$ cat config.mk
export PLATFORM = sky130hd
export DESIGN_NAME = bounded_sequence_store
export DESIGN_NICKNAME = d
export VERILOG_FILES = /design/src/rtl/bss_pkg.sv /design/src/rtl/bss_front.sv /design/src/rtl/bss_cmd_fifo.sv /design/src/rtl/bss_back.sv /design/src/rtl/bounded_sequence_store.sv
export SDC_FILE = /design/constraint.sdc
export NUM_CORES = 2
export LEC_CHECK = 0
export BUFFER_PORTS_ARGS = -buffer_cell sky130_fd_sc_hd__buf_4
export CAP_MARGIN = 20
export CORE_MARGIN = 5
export CORE_UTILIZATION = 25
export DETAILED_ROUTE_END_ITERATION = 12
export MAX_ROUTING_LAYER = met4
export SETUP_SLACK_MARGIN = 0.4
export SLEW_MARGIN = 20
export SYNTH_ARGS = -nofsm -noshare
export SYNTH_HDL_FRONTEND = slang
export SYNTH_SLANG_ARGS = --single-unit
$ cat constraint.sdc
create_clock -name clk -period 10.4 [get_ports clk]
set_input_delay 2.6 -clock clk [delete_from_list [all_inputs] [get_ports clk]]
set_output_delay 2.6 -clock clk [all_outputs]
set_load 0.02 [all_outputs]
$ cat src/rtl/bss_pkg.sv
`timescale 1ns / 1ps
// ----------------------------------------------------------------------------
// bss_pkg: shared types and constants
// Beat formats, command codes and sizing for the bounded sequence store.
// ----------------------------------------------------------------------------
package bss_pkg;

    localparam int CAPACITY_DEF = 32;
    localparam int POS_W        = 6;
    localparam int VAL_W        = 32;
    localparam int CMDQ_DEPTH   = 2;

    localparam logic [1:0] FUNC_INSERT_FRONT = 2'd0;
    localparam logic [1:0] FUNC_APPEND       = 2'd1;
    localparam logic [1:0] FUNC_REMOVE       = 2'd2;

    typedef enum logic [1:0] {
        OP_NONE,
        OP_PUSH_FRONT,
        OP_PUSH_BACK,
        OP_REMOVE
    } op_t;

    typedef enum logic [1:0] {
        ST_IDLE,
        ST_EXEC,
        ST_EMIT
    } state_t;

    typedef struct packed {
        logic [1:0]              func;
        logic signed [VAL_W-1:0] value;
        logic [POS_W-1:0]        position;
    } req_t;

    typedef struct packed {
        logic signed [VAL_W-1:0] element;
        logic                    last;
        logic                    empty_res;
        logic                    dropped;
    } rsp_t;

    typedef struct packed {
        op_t                     op;
        logic                    dropped;
        logic signed [VAL_W-1:0] value;
        logic [POS_W-1:0]        position;
    } cmd_t;

endpackage

$ cat src/rtl/bss_front.sv
`timescale 1ns / 1ps
// ----------------------------------------------------------------------------
// bss_front: request classifier
// Accepts request beats, tracks the element count and turns each request
// into a resolved command (op, drop flag) for the command queue.
// ----------------------------------------------------------------------------
module bss_front #(
    parameter int CAPACITY = bss_pkg::CAPACITY_DEF
) (
    input  logic          clk,
    input  logic          rst_n,
    input  logic          req_valid,
    output logic          req_stall,
    input  bss_pkg::req_t req,
    input  logic          q_full,
    output logic          q_push,
    output bss_pkg::cmd_t q_cmd
);

    localparam int CNT_W = $clog2(CAPACITY + 1);
    localparam int CMP_W = (CNT_W > bss_pkg::POS_W) ? CNT_W : bss_pkg::POS_W;

    logic [CNT_W-1:0] count_reg;
    logic [CNT_W-1:0] count_next;
    logic             is_full;
    logic             pos_ok;

    assign req_stall = q_full;
    assign q_push    = req_valid && !q_full;
    assign is_full   = (count_reg == CNT_W'(CAPACITY));
    assign pos_ok    = (CMP_W'(req.position) < CMP_W'(count_reg));

    always_comb
    begin
        q_cmd.op       = bss_pkg::OP_NONE;
        q_cmd.dropped  = 1'b0;
        q_cmd.value    = req.value;
        q_cmd.position = req.position;
        count_next     = count_reg;
        unique case (req.func)
            bss_pkg::FUNC_INSERT_FRONT, bss_pkg::FUNC_APPEND:
            begin
                if (is_full)
                begin
                    q_cmd.dropped = 1'b1;
                end
                else
                begin
                    q_cmd.op   = (req.func == bss_pkg::FUNC_INSERT_FRONT) ?
                                 bss_pkg::OP_PUSH_FRONT : bss_pkg::OP_PUSH_BACK;
                    count_next = count_reg + CNT_W'(1);
                end
            end
            bss_pkg::FUNC_REMOVE:
            begin
                if (pos_ok)
                begin
                    q_cmd.op   = bss_pkg::OP_REMOVE;
                    count_next = count_reg - CNT_W'(1);
                end
            end
            default:
            begin
            end
        endcase
    end

    always_ff @(posedge clk or negedge rst_n)
    begin
        if (!rst_n)
        begin
            count_reg <= '0;
        end
        else if (q_push)
        begin
            count_reg <= count_next;
        end
    end

endmodule

$ cat src/rtl/bss_cmd_fifo.sv
`timescale 1ns / 1ps
// ----------------------------------------------------------------------------
// bss_cmd_fifo: command queue
// Short FIFO between the classifier and the executor.
// ----------------------------------------------------------------------------
module bss_cmd_fifo (
    input  logic          clk,
    input  logic          rst_n,
    input  logic          push,
    input  bss_pkg::cmd_t wr_cmd,
    input  logic          pop,
    output bss_pkg::cmd_t rd_cmd,
    output logic          full,
    output logic          empty
);

    localparam int DEPTH = bss_pkg::CMDQ_DEPTH;
    localparam int PTR_W = (DEPTH > 1) ? $clog2(DEPTH) : 1;
    localparam int LVL_W = $clog2(DEPTH + 1);

    bss_pkg::cmd_t    mem [DEPTH];
    logic [PTR_W-1:0] wr_ptr_reg;
    logic [PTR_W-1:0] rd_ptr_reg;
    logic [LVL_W-1:0] level_reg;
    logic             do_push;
    logic             do_pop;

    assign full    = (level_reg == LVL_W'(DEPTH));
    assign empty   = (level_reg == '0);
    assign do_push = push && !full;
    assign do_pop  = pop && !empty;
    assign rd_cmd  = mem[rd_ptr_reg];

    always_ff @(posedge clk)
    begin
        if (do_push)
        begin
            mem[wr_ptr_reg] <= wr_cmd;
        end
    end

    always_ff @(posedge clk or negedge rst_n)
    begin
        if (!rst_n)
        begin
            wr_ptr_reg <= '0;
            rd_ptr_reg <= '0;
            level_reg  <= '0;
        end
        else
        begin
            if (do_push)
            begin
                wr_ptr_reg <= (wr_ptr_reg == PTR_W'(DEPTH - 1)) ? '0 : wr_ptr_reg + PTR_W'(1);
            end
            if (do_pop)
            begin
                rd_ptr_reg <= (rd_ptr_reg == PTR_W'(DEPTH - 1)) ? '0 : rd_ptr_reg + PTR_W'(1);
            end
            if (do_push && !do_pop)
            begin
                level_reg <= level_reg + LVL_W'(1);
            end
            else if (do_pop && !do_push)
            begin
                level_reg <= level_reg - LVL_W'(1);
            end
        end
    end

endmodule

$ cat src/rtl/bss_back.sv
`timescale 1ns / 1ps
// ----------------------------------------------------------------------------
// bss_back: executor and emitter
// Applies each command to the shifting element file in its execute state, then
// walks the sequence out front to back by rotating the occupied entries.
// ----------------------------------------------------------------------------
module bss_back #(
    parameter int CAPACITY = bss_pkg::CAPACITY_DEF
) (
    input  logic          clk,
    input  logic          rst_n,
    input  logic          q_empty,
    input  bss_pkg::cmd_t q_cmd,
    output logic          q_pop,
    output logic          rsp_valid,
    input  logic          rsp_stall,
    output bss_pkg::rsp_t rsp
);

    localparam int CNT_W = $clog2(CAPACITY + 1);
    localparam int CMP_W = (CNT_W > bss_pkg::POS_W) ? CNT_W : bss_pkg::POS_W;

    bss_pkg::state_t                  state_reg;
    bss_pkg::state_t                  state_next;
    bss_pkg::cmd_t                    cmd_reg;
    logic [CNT_W-1:0]                 count_reg;
    logic [CNT_W-1:0]                 count_next;
    logic [CNT_W-1:0]                 idx_reg;
    logic                             drop_reg;
    logic signed [bss_pkg::VAL_W-1:0] entries_reg  [CAPACITY];
    logic signed [bss_pkg::VAL_W-1:0] entries_next [CAPACITY];

    logic             is_empty;
    logic             is_last;
    logic             beat_out;
    logic             rotate;
    logic [CNT_W-1:0] count_m1;

    assign is_empty = (count_reg == '0);
    assign count_m1 = count_reg - CNT_W'(1);
    assign is_last  = is_empty || (idx_reg == count_m1);
    assign beat_out = rsp_valid && !rsp_stall;
    assign rotate   = beat_out && !is_empty;

    assign rsp.element   = is_empty ? '0 : entries_reg[0];
    assign rsp.last      = is_last;
    assign rsp.empty_res = is_empty;
    assign rsp.dropped   = drop_reg;

    // next state
    always_comb
    begin
        state_next = state_reg;
        unique case (state_reg)
            bss_pkg::ST_IDLE:
            begin
                if (!q_empty)
                begin
                    state_next = bss_pkg::ST_EXEC;
                end
            end
            bss_pkg::ST_EXEC:
            begin
                state_next = bss_pkg::ST_EMIT;
            end
            bss_pkg::ST_EMIT:
            begin
                if (beat_out && is_last)
                begin
                    state_next = q_empty ? bss_pkg::ST_IDLE : bss_pkg::ST_EXEC;
                end
            end
            default:
            begin
                state_next = bss_pkg::ST_IDLE;
            end
        endcase
    end

    // outputs
    always_comb
    begin
        rsp_valid = 1'b0;
        q_pop     = 1'b0;
        unique case (state_reg)
            bss_pkg::ST_IDLE:
            begin
                q_pop = !q_empty;
            end
            bss_pkg::ST_EXEC:
            begin
            end
            bss_pkg::ST_EMIT:
            begin
                rsp_valid = 1'b1;
                q_pop     = !rsp_stall && is_last && !q_empty;
            end
            default:
            begin
            end
        endcase
    end

    always_comb
    begin
        count_next = count_reg;
        if (state_reg == bss_pkg::ST_EXEC)
        begin
            unique case (cmd_reg.op)
                bss_pkg::OP_PUSH_FRONT, bss_pkg::OP_PUSH_BACK:
                begin
                    count_next = count_reg + CNT_W'(1);
                end
                bss_pkg::OP_REMOVE:
                begin
                    count_next = count_m1;
                end
                default:
                begin
                end
            endcase
        end
    end

    always_comb
    begin
        for (int i = 0; i < CAPACITY; i++)
        begin
            entries_next[i] = entries_reg[i];
            if (state_reg == bss_pkg::ST_EXEC)
            begin
                unique case (cmd_reg.op)
                    bss_pkg::OP_PUSH_FRONT:
                    begin
                        entries_next[i] = (i == 0) ? cmd_reg.value
                                                   : entries_reg[(i == 0) ? 0 : i - 1];
                    end
                    bss_pkg::OP_PUSH_BACK:
                    begin
                        if (CNT_W'(i) == count_reg)
                        begin
                            entries_next[i] = cmd_reg.value;
                        end
                    end
                    bss_pkg::OP_REMOVE:
                    begin
                        if (CMP_W'(i) >= CMP_W'(cmd_reg.position))
                        begin
                            entries_next[i] = entries_reg[(i == CAPACITY - 1) ? i : i + 1];
                        end
                    end
                    default:
                    begin
                    end
                endcase
            end
            else if (rotate)
            begin
                if (CNT_W'(i) == count_m1)
                begin
                    entries_next[i] = entries_reg[0];
                end
                else if (CNT_W'(i) < count_m1)
                begin
                    entries_next[i] = entries_reg[(i == CAPACITY - 1) ? i : i + 1];
                end
            end
        end
    end

    always_ff @(posedge clk)
    begin
        for (int i = 0; i < CAPACITY; i++)
        begin
            entries_reg[i] <= entries_next[i];
        end
        if (q_pop)
        begin
            cmd_reg <= q_cmd;
        end
    end

    always_ff @(posedge clk or negedge rst_n)
    begin
        if (!rst_n)
        begin
            state_reg <= bss_pkg::ST_IDLE;
            count_reg <= '0;
            idx_reg   <= '0;
            drop_reg  <= 1'b0;
        end
        else
        begin
            state_reg <= state_next;
            count_reg <= count_next;
            if (state_reg == bss_pkg::ST_EXEC)
            begin
                idx_reg  <= '0;
                drop_reg <= cmd_reg.dropped;
            end
            else if (beat_out)
            begin
                idx_reg <= idx_reg + CNT_W'(1);
            end
        end
    end

endmodule

$ cat src/rtl/bounded_sequence_store.sv
`timescale 1ns / 1ps
// ----------------------------------------------------------------------------
// bounded_sequence_store: bounded ordered list of signed 32-bit values
// A request passes through the command queue, a command load and an update
// state before its first result beat. The executor then lists the whole
// sequence, one element per cycle unless the receiver stalls; the queue
// keeps taking requests meanwhile until it is full.
// Reset clears the count and the command queue; stored values are undefined.
// ----------------------------------------------------------------------------
module bounded_sequence_store #(
    parameter int CAPACITY = bss_pkg::CAPACITY_DEF
) (
    input  logic          clk,
    input  logic          rst_n,
    input  logic          req_valid,
    output logic          req_stall,
    input  bss_pkg::req_t req,
    output logic          rsp_valid,
    input  logic          rsp_stall,
    output bss_pkg::rsp_t rsp
);

    logic          q_full;
    logic          q_empty;
    logic          q_push;
    logic          q_pop;
    bss_pkg::cmd_t q_wr_cmd;
    bss_pkg::cmd_t q_rd_cmd;

    bss_front #(
        .CAPACITY (CAPACITY)
    ) u_front (
        .clk       (clk),
        .rst_n     (rst_n),
        .req_valid (req_valid),
        .req_stall (req_stall),
        .req       (req),
        .q_full    (q_full),
        .q_push    (q_push),
        .q_cmd     (q_wr_cmd)
    );

    bss_cmd_fifo u_cmdq (
        .clk    (clk),
        .rst_n  (rst_n),
        .push   (q_push),
        .wr_cmd (q_wr_cmd),
        .pop    (q_pop),
        .rd_cmd (q_rd_cmd),
        .full   (q_full),
        .empty  (q_empty)
    );

    bss_back #(
        .CAPACITY (CAPACITY)
    ) u_back (
        .clk       (clk),
        .rst_n     (rst_n),
        .q_empty   (q_empty),
        .q_cmd     (q_rd_cmd),
        .q_pop     (q_pop),
        .rsp_valid (rsp_valid),
        .rsp_stall (rsp_stall),
        .rsp       (rsp)
    );

endmodule

==> impl_results.md <==
* Result of the run: finished, final reports clean
* Area of the die at 0.270 mm2
* Number of search-and-repair iterations in the first detailed-routing pass at 7
* Post-layout total power at 31200 uW
* Setup TNS at 0 ps
* Number of setup violations in the final report at 0
* H-tree levels at 4
* Nets in the synthesized netlist at 6584
* Flip-flop count of the largest register after layout at 1024
* Clock tree from TritonCTS: built
* Kind of critical path: reg -> out
* Maximum fanout along the worst path at 18
* Post-route clock period utilization at 65.3%
* Final critical-path required period at 6800 ps
* Count of flip-flops with a built-in enable after synthesis at 1147
* Number of register bits inferred by synthesis at 1172
* Crit start category: register
* Asr flop ratio synth at 2.13%
* Global-route congestion overflow total at 0
* CP most frequent cell: buf_4
* Clk pin slew, worst setup/hold paths at 60 ps
* Hold Path Class: reg -> reg
* Crit path largest cell delay at 800 ps
* Leading register cell type out of synthesis: edfxtp_1
* Area growth, synth to finish at 11.9%
* Buf+Inv Stages, Crit Path at 3
* Hold Fails Final Rpt at 0
* IR drop worst, VDD at 0.000616 V
* CTS Hold Buffers Added at 0
* Post-detailed-route wirelength per cell at 27.9 um
* Effective utilization at floorplan at 25.1%
* Global-route wire length before repair at 381000 um
* Number of nets still failing antenna checks after routing at 0
* Endpoint class of the critical path: output port
* Clock root cell: clkbuf_16
* Family of cells with the greatest summed delay on the critical path: XOR/XNOR gates
* Sequential fraction of the synthesis area at 54.0%
* Initial antenna violation count at 4
* Clock buffers created by TritonCTS at 137
* Half-perimeter wire length after placement at 162000 um
* CP max stage cell: xor2_1
* Most frequent cell after synthesis: nand2_1
* Most used standard cells in the synthesized netlist: 1909 x nand2_1, 1147 x edfxtp_1, 950 x a31oi_1
* Vias in the first global route at 54100
* Max-cap viol count at 0
* Synthesized area per cell at 9.97 um2
* Pwr Density at 428 mW/mm2
* Setup repair after global routing missed its margin: false
* Post-synth design cell area at 0.0650 mm2
* Wirelength, routed at 269000 um
* Number of placement rows at 187
* Data arrival, critical path at 4200 ps
* Max Root-Sink Buffers at 3
* Iteration-0 DRC count of the detailed router at 10400
* Number of buffers added on ports at 80
* Number of sinks handled by clock tree synthesis at 1172
* Via count of the routed design at 59400
* Area leader, netlist: edfxtp_1
* Maximum frequency from static timing analysis at 147 MHz
* Post-DR vias/cell at 6.17
* Actual transition at the worst max-transition pin at 1400 ps
* Distinct cell type count after synthesis at 61
* Fraction of layout instances using a drive strength above 1 at 9.70%
* Height of the chip at 520 um
* Source-to-sink clock delay at the later pin of the worst-skew pair at 800 ps
* Overall die width at 520 um
* Worst Skew at 50.9 ps
* Number of nets at the end of the flow at 6186
* Crit path setup slack, layout at 3600 ps
* Core region area at 0.259 mm2
* Gate count of the mapped netlist at 6518
* Maximum number of pins on one net before global-route repair at 232
* Top cells by area in the synthesized netlist: edfxtp_1 53%, a221oi_1 12%, nand2_1 11%
* Pins over their slew limit at 0
* Final core utilization at 28.1%
* Worst setup slack after placement at 4040 ps
* Count of instances resized after the clock tree is built at 0
* Fillcell total at 26500
* P_leak at 0.0239 uW
* IO Count at 81
* RePlAce Congestion at 0.926
* Number of DRC violations after detailed routing at 0
* Portion of synthesized cell area occupied by the leading cell type at 53.0%
* Cell chain of the critical path: inv_1, ha_1, buf_4, nor3b_2, xor2_1, xnor2_1, nand3_1, nand2_1, buf_4
* Number of warning messages in the yosys log at 0
* Max-slew headroom at the worst pin at 6.67%
* Post-CTS setup repair buffer count at 0
* GRT Util Overall at 19.1%
* Worst path required time at 7800 ps
-- cell families (layout without fill, tap and decap cells) --
family,after synthesis,count (layout),synth area share [%]
and+or+nand+nor,2252,2252,14.1
AOI/OAI and AO/OA,2074,2074,23.5
DFF,1172,1172,54.0
buffers and inverters,826,533,5.25
muxes,141,141,2.31
xor gates and xnor gates,31,31,0.451
adders and majority gates,22,22,0.435
other,0,5,0
-- cells in the final DEF (no fill, tap or decap), types with 10 or more instances in the layout --
cell type / count
a31oi_1: 950
and2_1: 46
clkbuf_1: 32
o21ai_0: 23
nor3_1: 16
dfrtp_1: 24
a2111oi_2: 11
clkinv_1: 23
xnor2_1: 20
a21oi_1: 96
nand2b_1: 41
nor4_2: 10
ha_1: 19
clkbuf_16: 137
nand2_1: 1901
nand3_1: 25
nor2_1: 75
mux2i_1: 67
and3_1: 15
a221oi_1: 906
edfxtp_1: 1147
clkinv_2: 23
nor3b_1: 55
buf_4: 252
mux2_2: 74
a211oi_1: 54
inv_1: 23
-- where the power goes --
| group | total (uW) | switching [uW] | internal (uW) |
|---|---|---|---|
| clock network | 4780 | 2150 | 2640 |
| logic | 13700 | 9780 | 3930 |
| registers | 12700 | 3190 | 9470 |
-- per-stage QoR --
step	instances	instance area, um2	hold slack [ps]
floorplan	6518	65000	415
global placement	9378	68300	467
detailed placement	9381	68400	469
CTS	9625	72700	477
global route	9629	72700	498
finish	9632	72800	476
-- worst register-to-register path, cell delays in order (launching register included) --
cell and delay, ps:
dfrtp_1 730, inv_1 260, ha_1 270, buf_4 210, or2b_2 290, nand2b_2 540, inv_1 270, o21ai_1 380
o31ai_4 140, nand2b_1 310, nor2_4 950
-- worst paths after layout --
check                      slack (ps)                 from  depth (start not counted)                         to
hold / removal                    480   u_back.cmd_reg[38]                          2            u_back.drop_reg
min in group asynchronous        1760                rst_n                          1        u_back.count_reg[2]
setup reg to reg                 5650  u_back.count_reg[0]                         10  u_back.entries_reg[4][15]
hold reg to reg                   480   u_back.cmd_reg[38]                          2            u_back.drop_reg
max in group asynchronous        8230                rst_n                          1          u_cmdq.rd_ptr_reg
setup / recovery                 3600  u_back.count_reg[0]                          9                     rsp[2]
-- routing by layer --
layer	global-route usage (%)	part of all wire, %	vias up
li1	-	-	24600
met2	25.9	41	4831
met3	5.66	14	706
met4	11.0	6.4	0
met1	25.2	38	29300
met5	-	0	-
-- area by class of cell --
| type | instances | area, um2 | area share (%) |
|---|---|---|---|
| repair buffers | 265 | 2130 | 2.93 |
| flip-flops and latches | 1172 | 35100 | 48.2 |
| clock buffers | 169 | 3550 | 4.88 |
| diodes | 5 | 12.5 | 0.0172 |
| inverters | 24 | 90.1 | 0.124 |
| multi-input cells | 4520 | 26900 | 36.9 |
| clock inverters | 75 | 777 | 1.07 |
| well taps | 3402 | 4260 | 5.85 |
(Power assumes the default switching activity.)
